===== config.mk =====
export PLATFORM = sky130hd
export DESIGN_NAME = stereo_peak_rms_meter
export DESIGN_NICKNAME = d
export VERILOG_FILES = /design/src/sv/smeter_pkg.sv /design/src/sv/smeter_root.sv /design/src/sv/stereo_peak_rms_meter.sv
export SDC_FILE = /design/constraint.sdc
export NUM_CORES = 2
export LEC_CHECK = 0
export BUFFER_PORTS_ARGS = -buffer_cell sky130_fd_sc_hd__buf_4
export CORE_MARGIN = 2
export CORE_UTILIZATION = 40
export CTS_CLUSTER_DIAMETER = 50
export DETAILED_ROUTE_END_ITERATION = 10
export PLACE_DENSITY = 0.56
export SLEW_MARGIN = 40
export SYNTH_ARGS = -nofsm -noshare
export SYNTH_HDL_FRONTEND = slang
export SYNTH_SLANG_ARGS = --single-unit

===== constraint.sdc =====
create_clock -name clk -period 11.5 [get_ports clk]
set_input_delay 1.15 -clock clk [delete_from_list [all_inputs] [get_ports clk]]
set_output_delay 1.15 -clock clk [all_outputs]
set_load 0.02 [all_outputs]

===== src/sv/smeter_pkg.sv =====
// Shared types and constants for the stereo peak / RMS meter.
`default_nettype none

package smeter_pkg;

	localparam int MAX_BLOCK_DEF   = 4096;
	localparam int SAMPLE_BITS_DEF = 24;

	localparam int DATA_W  = 24;
	localparam int SUM_W   = 59;
	localparam int TIME_W  = 32;
	localparam int PROD_W  = 2 * DATA_W;
	localparam int CCNT_W  = 2;
	localparam int REG_IDX_W = 1;

	// Root extraction: radicand padded to an even bit count
	localparam int RAD_W   = SUM_W + 1;
	localparam int ROOT_W  = RAD_W / 2;
	localparam int RREM_W  = ROOT_W + 1;
	localparam int SUB_W   = RREM_W + 2;
	localparam int STEP_W  = 7;

	localparam logic [DATA_W-1:0]  LEVEL_MAX = DATA_W'(8388608);
	localparam logic [DATA_W-1:0]  HOLD_RESET = DATA_W'(96000);
	localparam logic [CCNT_W-1:0]  CCNT_RESET = CCNT_W'(2);
	localparam logic [SUM_W-1:0]   SUM_MAX = {SUM_W{1'b1}};

	localparam logic [REG_IDX_W-1:0] REG_HOLD_SAMPLES  = 1'b0;
	localparam logic [REG_IDX_W-1:0] REG_CHANNEL_COUNT = 1'b1;

	typedef enum logic [2:0] {
		ST_IDLE,
		ST_SQ,
		ST_ACC,
		ST_WAIT_OUT,
		ST_ROOT_START,
		ST_ROOT_WAIT,
		ST_FINISH
	} sm_state_t;

	typedef enum logic [1:0] {
		DS_IDLE,
		DS_DIV,
		DS_SQRT
	} ds_phase_t;

	typedef struct packed {
		logic busy;
		logic done;
	} ds_status_t;

endpackage

`default_nettype wire


===== src/sv/smeter_root.sv =====
// Iterative mean and floor square root unit built around one shared subtractor.
`default_nettype none

module smeter_root
	import smeter_pkg::*;
#(
	parameter int MAX_BLOCK = MAX_BLOCK_DEF
) (
	input  wire logic                                  clk,
	input  wire logic                                  arst_n,
	input  wire logic                                  start,
	input  wire logic [SUM_W-1:0]                      dividend,
	input  wire logic [$clog2(MAX_BLOCK+1)-1:0]        divisor,
	output ds_status_t                                 status,
	output logic [DATA_W-1:0]                          root
);

	localparam int CNT_W = $clog2(MAX_BLOCK + 1);
	localparam logic [STEP_W-1:0] DIV_LAST  = STEP_W'(RAD_W - 1);
	localparam logic [STEP_W-1:0] SQRT_LAST = STEP_W'(ROOT_W - 1);

	ds_phase_t           phase_q, phase_d;
	logic [STEP_W-1:0]   step_q;
	logic [RAD_W-1:0]    num_q;
	logic [RREM_W-1:0]   rem_q;
	logic [ROOT_W-1:0]   root_q;
	logic                done_q;

	logic [SUB_W-1:0]    op_a, op_b;
	logic [SUB_W:0]      diff;
	logic                ge;
	logic                last_step;

	// One subtractor serves the long division and the root digits
	always_comb begin
		if (phase_q == DS_SQRT) begin
			op_a = {rem_q, num_q[RAD_W-1 -: 2]};
			op_b = SUB_W'({root_q, 2'b01});
		end else begin
			op_a = SUB_W'({rem_q[CNT_W-1:0], num_q[RAD_W-1]});
			op_b = SUB_W'(divisor);
		end
		diff = {1'b0, op_a} - {1'b0, op_b};
		ge   = ~diff[SUB_W];
	end

	always_comb begin
		phase_d   = phase_q;
		last_step = 1'b0;
		case (phase_q)
			DS_IDLE: begin
				if (start) begin
					phase_d = DS_DIV;
				end
			end
			DS_DIV: begin
				if (step_q == DIV_LAST) begin
					phase_d = DS_SQRT;
				end
			end
			DS_SQRT: begin
				if (step_q == SQRT_LAST) begin
					phase_d   = DS_IDLE;
					last_step = 1'b1;
				end
			end
			default: begin
				phase_d = DS_IDLE;
			end
		endcase
	end

	always_ff @(posedge clk or negedge arst_n) begin
		if (!arst_n) begin
			phase_q <= DS_IDLE;
			step_q  <= '0;
			done_q  <= 1'b0;
		end else begin
			phase_q <= phase_d;
			done_q  <= last_step;
			if (phase_q != phase_d) begin
				step_q <= '0;
			end else if (phase_q != DS_IDLE) begin
				step_q <= step_q + 1'b1;
			end
		end
	end

	always_ff @(posedge clk) begin
		case (phase_q)
			DS_IDLE: begin
				if (start) begin
					num_q  <= {1'b0, dividend};
					rem_q  <= '0;
					root_q <= '0;
				end
			end
			DS_DIV: begin
				num_q <= {num_q[RAD_W-2:0], ge};
				// clear the remainder before the first root digit
				if (step_q == DIV_LAST) begin
					rem_q <= '0;
				end else begin
					rem_q <= ge ? diff[RREM_W-1:0] : op_a[RREM_W-1:0];
				end
			end
			DS_SQRT: begin
				num_q  <= {num_q[RAD_W-3:0], 2'b00};
				rem_q  <= ge ? diff[RREM_W-1:0] : op_a[RREM_W-1:0];
				root_q <= {root_q[ROOT_W-2:0], ge};
			end
			default: begin
			end
		endcase
	end

	assign status.busy = (phase_q != DS_IDLE);
	assign status.done = done_q;
	assign root = (root_q > ROOT_W'(LEVEL_MAX)) ? LEVEL_MAX : root_q[DATA_W-1:0];

endmodule

`default_nettype wire


===== src/sv/stereo_peak_rms_meter.sv =====
// Top level of the stereo peak / RMS meter: accumulation, sequencer and peak hold.
//
// Input channel s_*: one beat per stereo sample pair; s_tlast marks the last
// pair of a metering block. Output channel m_*: one beat per closed block with
// block peak, held peak and RMS for both channels.
// Configuration: cfg_we writes cfg_wdata to register cfg_index
// (0 hold_samples, 1 channel_count); write only while the block is idle.
// Pair handling: after a pair is accepted, each metered channel in turn uses the
// single squaring multiplier and the sum adder while s_tready is low.
// A block end adds a wait state, a finish state and, per metered channel, a
// pass through the shared divide/root unit (start, 60 division steps, 30 root
// steps, done), so after the last pair of a block s_tready stays low until the
// result is registered.
// The result beat is raised in the finish state, after the root unit reports
// done for the last metered channel.
// Reset clears all accumulators, the hold state and sample time, and loads
// hold_samples with 96000 and channel_count with 2.
// When the receiver stalls, the result waits in place while further pairs are
// still accepted; the next block end holds before closing until it is taken.
`default_nettype none

module stereo_peak_rms_meter
	import smeter_pkg::*;
#(
	parameter int MAX_BLOCK   = MAX_BLOCK_DEF,
	parameter int SAMPLE_BITS = SAMPLE_BITS_DEF
) (
	input  wire logic                   clk,
	input  wire logic                   arst_n,
	input  wire logic                   s_tvalid,
	output logic                        s_tready,
	// sample_left [23:0], sample_right [47:24]
	input  wire logic [2*DATA_W-1:0]    s_tdata,
	input  wire logic                   s_tlast,
	output logic                        m_tvalid,
	input  wire logic                   m_tready,
	// peak_left, peak_right, hold_left, hold_right, rms_left, rms_right,
	// 24 bits each from bit 0 up
	output logic [6*DATA_W-1:0]         m_tdata,
	input  wire logic                   cfg_we,
	input  wire logic [REG_IDX_W-1:0]   cfg_index,
	input  wire logic [DATA_W-1:0]      cfg_wdata
);

	localparam int CNT_W = $clog2(MAX_BLOCK + 1);
	localparam logic [CNT_W-1:0] CNT_MAX = CNT_W'(MAX_BLOCK);

	sm_state_t          state_q, state_d;

	logic [DATA_W-1:0]  hold_samples_q;
	logic [CCNT_W-1:0]  channel_count_q;

	logic [DATA_W-1:0]  running_peak_q [2];
	logic [SUM_W-1:0]   square_sum_q [2];
	logic [CNT_W-1:0]   block_count_q;
	logic [DATA_W-1:0]  held_peak_q [2];
	logic [TIME_W-1:0]  hold_stamp_q [2];
	logic [TIME_W-1:0]  sample_time_q;
	logic [DATA_W-1:0]  last_peak_q [2];
	logic [DATA_W-1:0]  last_rms_q [2];

	logic [DATA_W-1:0]  mag_q [2];
	logic [PROD_W-1:0]  prod_q;
	logic               ch_q;
	logic               stereo_q;
	logic               end_q;
	logic               out_valid_q;

	logic [DATA_W-1:0]  mag [2];
	logic [SUM_W:0]     sum_next;
	logic [TIME_W-1:0]  elapsed;
	logic               accept;
	logic               root_start;
	ds_status_t         root_status;
	logic [DATA_W-1:0]  root;

	// Magnitude of the low SAMPLE_BITS of each sample; the most negative code
	// keeps 2^(SAMPLE_BITS-1)
	always_comb begin
		logic [SAMPLE_BITS-1:0] raw;
		logic [SAMPLE_BITS-1:0] neg;
		for (int c = 0; c < 2; c++) begin
			raw = s_tdata[c*DATA_W +: SAMPLE_BITS];
			neg = ~raw + 1'b1;
			mag[c] = DATA_W'(raw[SAMPLE_BITS-1] ? neg : raw);
		end
	end

	assign accept   = s_tvalid && s_tready;
	assign s_tready = (state_q == ST_IDLE);
	assign sum_next = {1'b0, square_sum_q[ch_q]} + (SUM_W+1)'(prod_q);
	assign elapsed  = sample_time_q - hold_stamp_q[ch_q];

	always_comb begin
		state_d    = state_q;
		root_start = 1'b0;
		case (state_q)
			ST_IDLE: begin
				if (accept) begin
					if (block_count_q < CNT_MAX) begin
						state_d = ST_SQ;
					end else if (s_tlast) begin
						state_d = ST_WAIT_OUT;
					end
				end
			end
			ST_SQ: begin
				state_d = ST_ACC;
			end
			ST_ACC: begin
				if (stereo_q && !ch_q) begin
					state_d = ST_SQ;
				end else if (end_q) begin
					state_d = ST_WAIT_OUT;
				end else begin
					state_d = ST_IDLE;
				end
			end
			ST_WAIT_OUT: begin
				if (!out_valid_q) begin
					state_d = ST_ROOT_START;
				end
			end
			ST_ROOT_START: begin
				if (!root_status.busy) begin
					root_start = 1'b1;
					state_d    = ST_ROOT_WAIT;
				end
			end
			ST_ROOT_WAIT: begin
				if (root_status.done) begin
					state_d = (stereo_q && !ch_q) ? ST_ROOT_START : ST_FINISH;
				end
			end
			ST_FINISH: begin
				state_d = ST_IDLE;
			end
			default: begin
				state_d = ST_IDLE;
			end
		endcase
	end

	always_ff @(posedge clk or negedge arst_n) begin
		if (!arst_n) begin
			state_q         <= ST_IDLE;
			hold_samples_q  <= HOLD_RESET;
			channel_count_q <= CCNT_RESET;
			block_count_q   <= '0;
			sample_time_q   <= '0;
			out_valid_q     <= 1'b0;
			ch_q            <= 1'b0;
			stereo_q        <= 1'b0;
			end_q           <= 1'b0;
			for (int c = 0; c < 2; c++) begin
				running_peak_q[c] <= '0;
				square_sum_q[c]   <= '0;
				held_peak_q[c]    <= '0;
				hold_stamp_q[c]   <= '0;
				last_peak_q[c]    <= '0;
				last_rms_q[c]     <= '0;
			end
		end else begin
			state_q <= state_d;

			if (cfg_we) begin
				case (cfg_index)
					REG_HOLD_SAMPLES:  hold_samples_q  <= cfg_wdata;
					REG_CHANNEL_COUNT: channel_count_q <= cfg_wdata[CCNT_W-1:0];
					default: begin
					end
				endcase
			end

			if (m_tvalid && m_tready) begin
				out_valid_q <= 1'b0;
			end

			case (state_q)
				ST_IDLE: begin
					if (accept) begin
						stereo_q <= channel_count_q[1];
						end_q    <= s_tlast;
						ch_q     <= 1'b0;
						if (mag[0] > running_peak_q[0]) begin
							running_peak_q[0] <= mag[0];
						end
						if (channel_count_q[1] && mag[1] > running_peak_q[1]) begin
							running_peak_q[1] <= mag[1];
						end
						// freeze the count once the block is over-long
						if (block_count_q < CNT_MAX) begin
							block_count_q <= block_count_q + 1'b1;
						end
					end
				end
				ST_ACC: begin
					square_sum_q[ch_q] <= sum_next[SUM_W] ? SUM_MAX : sum_next[SUM_W-1:0];
					ch_q <= ~ch_q;
				end
				ST_WAIT_OUT: begin
					ch_q <= 1'b0;
				end
				ST_ROOT_WAIT: begin
					if (root_status.done) begin
						last_peak_q[ch_q] <= running_peak_q[ch_q];
						last_rms_q[ch_q]  <= root;
						if (running_peak_q[ch_q] > held_peak_q[ch_q]) begin
							held_peak_q[ch_q]  <= running_peak_q[ch_q];
							hold_stamp_q[ch_q] <= sample_time_q;
						end else if (elapsed > TIME_W'(hold_samples_q)) begin
							held_peak_q[ch_q] <= running_peak_q[ch_q];
						end
						ch_q <= ~ch_q;
					end
				end
				ST_FINISH: begin
					out_valid_q   <= 1'b1;
					sample_time_q <= sample_time_q + TIME_W'(block_count_q);
					block_count_q <= '0;
					for (int c = 0; c < 2; c++) begin
						running_peak_q[c] <= '0;
						square_sum_q[c]   <= '0;
					end
				end
				default: begin
				end
			endcase
		end
	end

	// Square one channel per pass through the shared multiplier
	always_ff @(posedge clk) begin
		if (accept) begin
			mag_q[0] <= mag[0];
			mag_q[1] <= mag[1];
		end
		if (state_q == ST_SQ) begin
			prod_q <= mag_q[ch_q] * mag_q[ch_q];
		end
	end

	smeter_root #(
		.MAX_BLOCK(MAX_BLOCK)
	) u_root (
		.clk      (clk),
		.arst_n   (arst_n),
		.start    (root_start),
		.dividend (square_sum_q[ch_q]),
		.divisor  (block_count_q),
		.status   (root_status),
		.root     (root)
	);

	assign m_tvalid = out_valid_q;
	assign m_tdata  = {last_rms_q[1], last_rms_q[0], held_peak_q[1], held_peak_q[0],
		last_peak_q[1], last_peak_q[0]};

endmodule

`default_nettype wire

# After elaboration in Yosys (flattened, before gate mapping)
# Memory sizes are Yosys's and may differ from the RTL's.
# Index checks and enable logic that the tools add are counted.
# word_totals
reg_bits	631
mem_bits_rw	48
inputBits	79
out_inout_bits	146
elab_cells	176
mem_count	1
# mem_list
name	words	width	read_ports	rd_ports_with_merged_regs	write_ports	line_no	rtl
mag_q	2	24	1	0	2	stereo_peak_rms_meter.sv:62	logic [DATA_W-1:0] mag_q [2];
# op_classes
n_addsub	8
n_mul	1
n_lt_le_gt_ge	8
eq_ne	20
n_mux	74
n_bitwise	6
n_reduce_logical	30
# op_table
operator	count
two-way mux 59 bit	5
two-way mux 24 bit	12
one-hot mux 118 bit (2 select lines)	1
one-hot mux 60 bit (3 select lines)	1
two-way mux 32 bit	5
bitwise mux 48 bit	3
two-way mux 48 bit	3
bitwise mux 118 bit	1
one-hot mux 48 bit (2 select lines)	1
two-way mux 31 bit	3
one-hot mux 31 bit (3 select lines)	1
greater-than comparator 24 bit	3
bitwise mux 64 bit	1
adder 59 x 48 -> 60 bit	1
two-way mux 60 bit	1
one-hot mux 30 bit (2 select lines)	1
demux 59 bit (select 1 bit)	1
adder 24 x 1 -> 24 bit (second input constant)	2
multiplier 24 x 24 -> 48 bit	1
inverter 24 bit	2
subtractor 33 x 32 -> 34 bit	1
two-way mux 33 bit	1
adder 32 x 13 -> 32 bit	1
demux 32 bit (select 1 bit)	1
42 further kinds	94

# Logic depth before layout (Yosys ltp)
# depth
word_depth	8
ltp_mapped	35
mapped_depth_nobuf	29

# Cells and area by module
# A second synthesis with hierarchy kept.
# unflattened
cells_unflattened	5434
hier_area_um2	53800.3
# modules_own_cells
mod	n_inst	cells_each	area_each_um2	seq_area_each_um2
stereo_peak_rms_meter	1	4581	45499.9	14148.6
smeter_root	1	853	8300.5	3883.7

# Least setup slack after synthesis
# OpenSTA, ideal clock, no wires.
# synth_path
path_kind	reg2reg
from	reg ch_q
to	reg prod_q[46] (data pin)
setup_ns	0.271
arrival_time_ns	8.801
t_required_ns	11.229
path_slack_ns	2.428
path_stages_with_launch	32
path_buffers	6
synth_period_minus_slack_ns	9.072
cell_sequence	dfrtp_1 -> buf_2 -> buf_2 -> clkbuf_1 -> clkbuf_1 -> clkbuf_1 -> mux2i_1 -> inv_1 -> buf_1 -> nand2_1 -> fa_1 -> inv_1 -> fa_1 -> inv_1 -> fa_1 -> fa_1 -> inv_1 -> fa_1 -> fa_1 -> inv_1 -> fa_1 -> inv_1 -> ha_1 -> and3_1 -> or4_1 -> o21ai_0 -> a21oi_1 -> a221oi_1 -> nor3_1 -> o41ai_1 -> mux2i_1 -> o221ai_1
# synth_between
elab_chain_cells	2
# synth_rtl
item	line_no	rtl
from (decl)	stereo_peak_rms_meter.sv:64	logic ch_q;
from (signal assigned)	stereo_peak_rms_meter.sv:199	ch_q <= ~ch_q;
from (signal assigned)	stereo_peak_rms_meter.sv:214	ch_q <= ~ch_q;
memory read (2 x 24 bit)	-	
multiplier 24 x 24 -> 48 bit	stereo_peak_rms_meter.sv:239	prod_q <= mag_q[ch_q] * mag_q[ch_q];
to (signal assigned)	stereo_peak_rms_meter.sv:239	
to (decl)	stereo_peak_rms_meter.sv:63	logic [PROD_W-1:0] prod_q;
# No other way between the ends.
# A chain may end at the register's enable or synchronous reset.

# Worst setup path in the final report
# Ends and elaborated chain as after synthesis.

==> out/qor.txt <==
Max Fanout on Critical Path - 30
vias in the first global route - 40110
reg2reg start - ch_q$_DFFE_PN0P_
crit path capture - prod_q[46]$_DFFE_PP_
max_cap viols - 0
Worst path slowest cell - dfrtp_4
GRT overflow - 0
minimum clock period - 9.32 ns
HPWL Detailed - 113 mm
final hold vios - 0
CP Capture Type - flop
WP data required - 11.92 ns
routability congestion estimate - 0.868
reg-to-reg slack, setup - 2.18 ns
largest net degree at the start of global routing - 85
Root Driver - clkbuf_16
Post-synth ARST share - 68.1%
row count - 134
reg2reg path depth - 26
CP dominant cell by count - fa_1
Die Ht - 371 um
RSZ-0062 raised after global routing - no
Num CTS Buffers - 93
Slew @ Worst Pin - 0.812 ns
worst-case clock skew - 0.0403 ns
yosys warns - 0
fin nets - 6393
Die X - 371 um
vias per cell - 5.36
top-area cell type share of the netlist area - 21.1%
most frequent cell after synthesis - inv_1
dominant cell type by area after synthesis - dfrtp_1
Synth cell types - 93
Rel. slew slack - 44.5%
cts repair resizes - 0
Min-Delay Path Class - in -> async
die area - 138000 um2
CTS tree - done
run status - completed
final non-filler cell total - 7336
Crit path max-delay family - adder cells
layout cells sized above 1 - 12.8%
post-synth net total - 6244
Setup CP Type - reg -> reg
ys flop type - dfrtp_1
synth cell count leaders - inv_1 (731), nand2_1 (474), dfrtp_1 (453)
I/O Buffers - 224
core area - 133000 um2
leading post-synthesis cells by cell area - dfrtp_1 (21%), fa_1 (16%), edfxtp_1 (12%), ha_1 (9.3%), inv_1 (5.1%)
Post-route DRC - 0
H-Tree Depth - 3
Layout area overhead - 12.6%
Critical Path Start - ch_q$_DFFE_PN0P_
crit share post-route - 81.1%
Post-Syn Instances - 5339
first-pass GRT wire length - 233 mm
Clk pin slew, worst setup/hold paths - 0.06 ns
CTS Hold Bufs - 0
Post-synth EDFFs - 216
Avg Cell Area, Syn - 10.1 um2
final setup vio count - 0
Max Clk Rate - 107 MHz
sequential share of the synthesized area - 33.5%
Wirelength per Cell - 20.3 um
Synth Register Bits - 677
CP Data Arrival Time - 9.74 ns
Post-Route WL - 149 mm
Initial Util - 40.3%
Placed Cells - 7161
clk_lat worst skew - 0.70 ns
initial antenna violation count - 11
clock sink count - 677
# IOs - 225
Post-CTS Setup Inserts - 0
pre-CTS setup slack - 2.19 ns
CP peak stage delay - 0.73 ns
Setup TNS - 0 ns
Max Buffers Root-to-Sink - 3
post-route setup slack - 2.18 ns
Worst R2R End - prod_q[46]$_DFFE_PP_
Total GRT Usage - 21.7%
Final Max Slew Viols - 0
Crit path depth - 26
synthesized area - 53800 um2
initial drt markers - 2836
Antenna Violating Nets Remaining - 0
drt pass-1 iters - 5
CP bufs+invs - 5
Startpoint Class - flop
Vias - 39330
# fillers - 12792
-- layout by cell type, fill, tap and decap left out, drive strengths merged, types with 216 or more instances in the layout --
cell	n
ha	398
buf	289
o21ai	288
nand2	474
dfrtp	453
mux2	217
nor2	397
inv	747
edfxtp	216
fa	428
-- layer usage --
metal  part of all wire (%)  track usage (%)
met2                     45             34.1
met1                     47             31.3
met5                  0.018                0
met4                    2.0             5.23
met3                    6.4             3.48
-- cells by family after synthesis --
group	synth area share, %
AO/OA/AOI/OAI	12.9
XOR/XNOR	3.84
adder cells (fa/ha/maj)	25.2
buffers and inverters	7.02
flip-flops	33.5
multiplexers	6.98
AND/OR/NAND/NOR	10.6
-- flip-flops by register name, indices dropped and copies added, names as in the netlist, 2 cells and up --
signal	flops
m_tdata	144
square_sum_q	118
hold_stamp_q	64
u_root.num_q	60
mag_q	48
running_peak_q	48
prod_q	47
sample_time_q	32
u_root.rem_q	31
u_root.root_q	30
hold_samples_q	24
block_count_q	13
u_root.step_q	7
state_q	3
u_root.phase_q	2
-- worst min path at each step --
stage,slack (ns),to,cells past startpoint
after floorplan,0.46,square_sum_q[16]$_DFFE_PN0P_,2
after global placement,0.46,m_tdata[119]$_DFFE_PN0P_,2
after CTS,0.43,m_tdata[12]$_DFFE_PN0P_,1
after detailed placement,0.47,m_tdata[137]$_DFFE_PN0P_,2
after global routing,0.49,m_tdata[12]$_DFFE_PN0P_,1
final,0.46,m_tdata[12]$_DFFE_PN0P_,1
-- layout make-up --
| cell class | count | area (um2) | area share, % |
|---|---|---|---|
| flip-flops and latches | 677 | 18000 | 29.8 |
| repair buffers | 290 | 2260 | 3.74 |
| multi-input cells | 3690 | 32200 | 53.1 |
| clock inverters | 46 | 546 | 0.900 |
| well taps | 1768 | 2210 | 3.65 |
| clock buffers | 124 | 2600 | 4.28 |
| inverters | 736 | 2770 | 4.56 |
| diodes | 5 | 12.5 | 0.0206 |
-- through the flow --
stage | area [um2] | hold WS (ns) | util [%]
after global routing | 60600 | 0.487 | 45.4
after floorplan | 53800 | 0.461 | -
after detailed placement | 57400 | 0.471 | 43.0
final | 60600 | 0.458 | 45.4
after global placement | 57300 | 0.463 | 43.0
after CTS | 60600 | 0.433 | 45.4
Power is left out: the tool's default activity adds up to more than one toggle a clock period on the data nets, which glitch-free logic cannot reach.
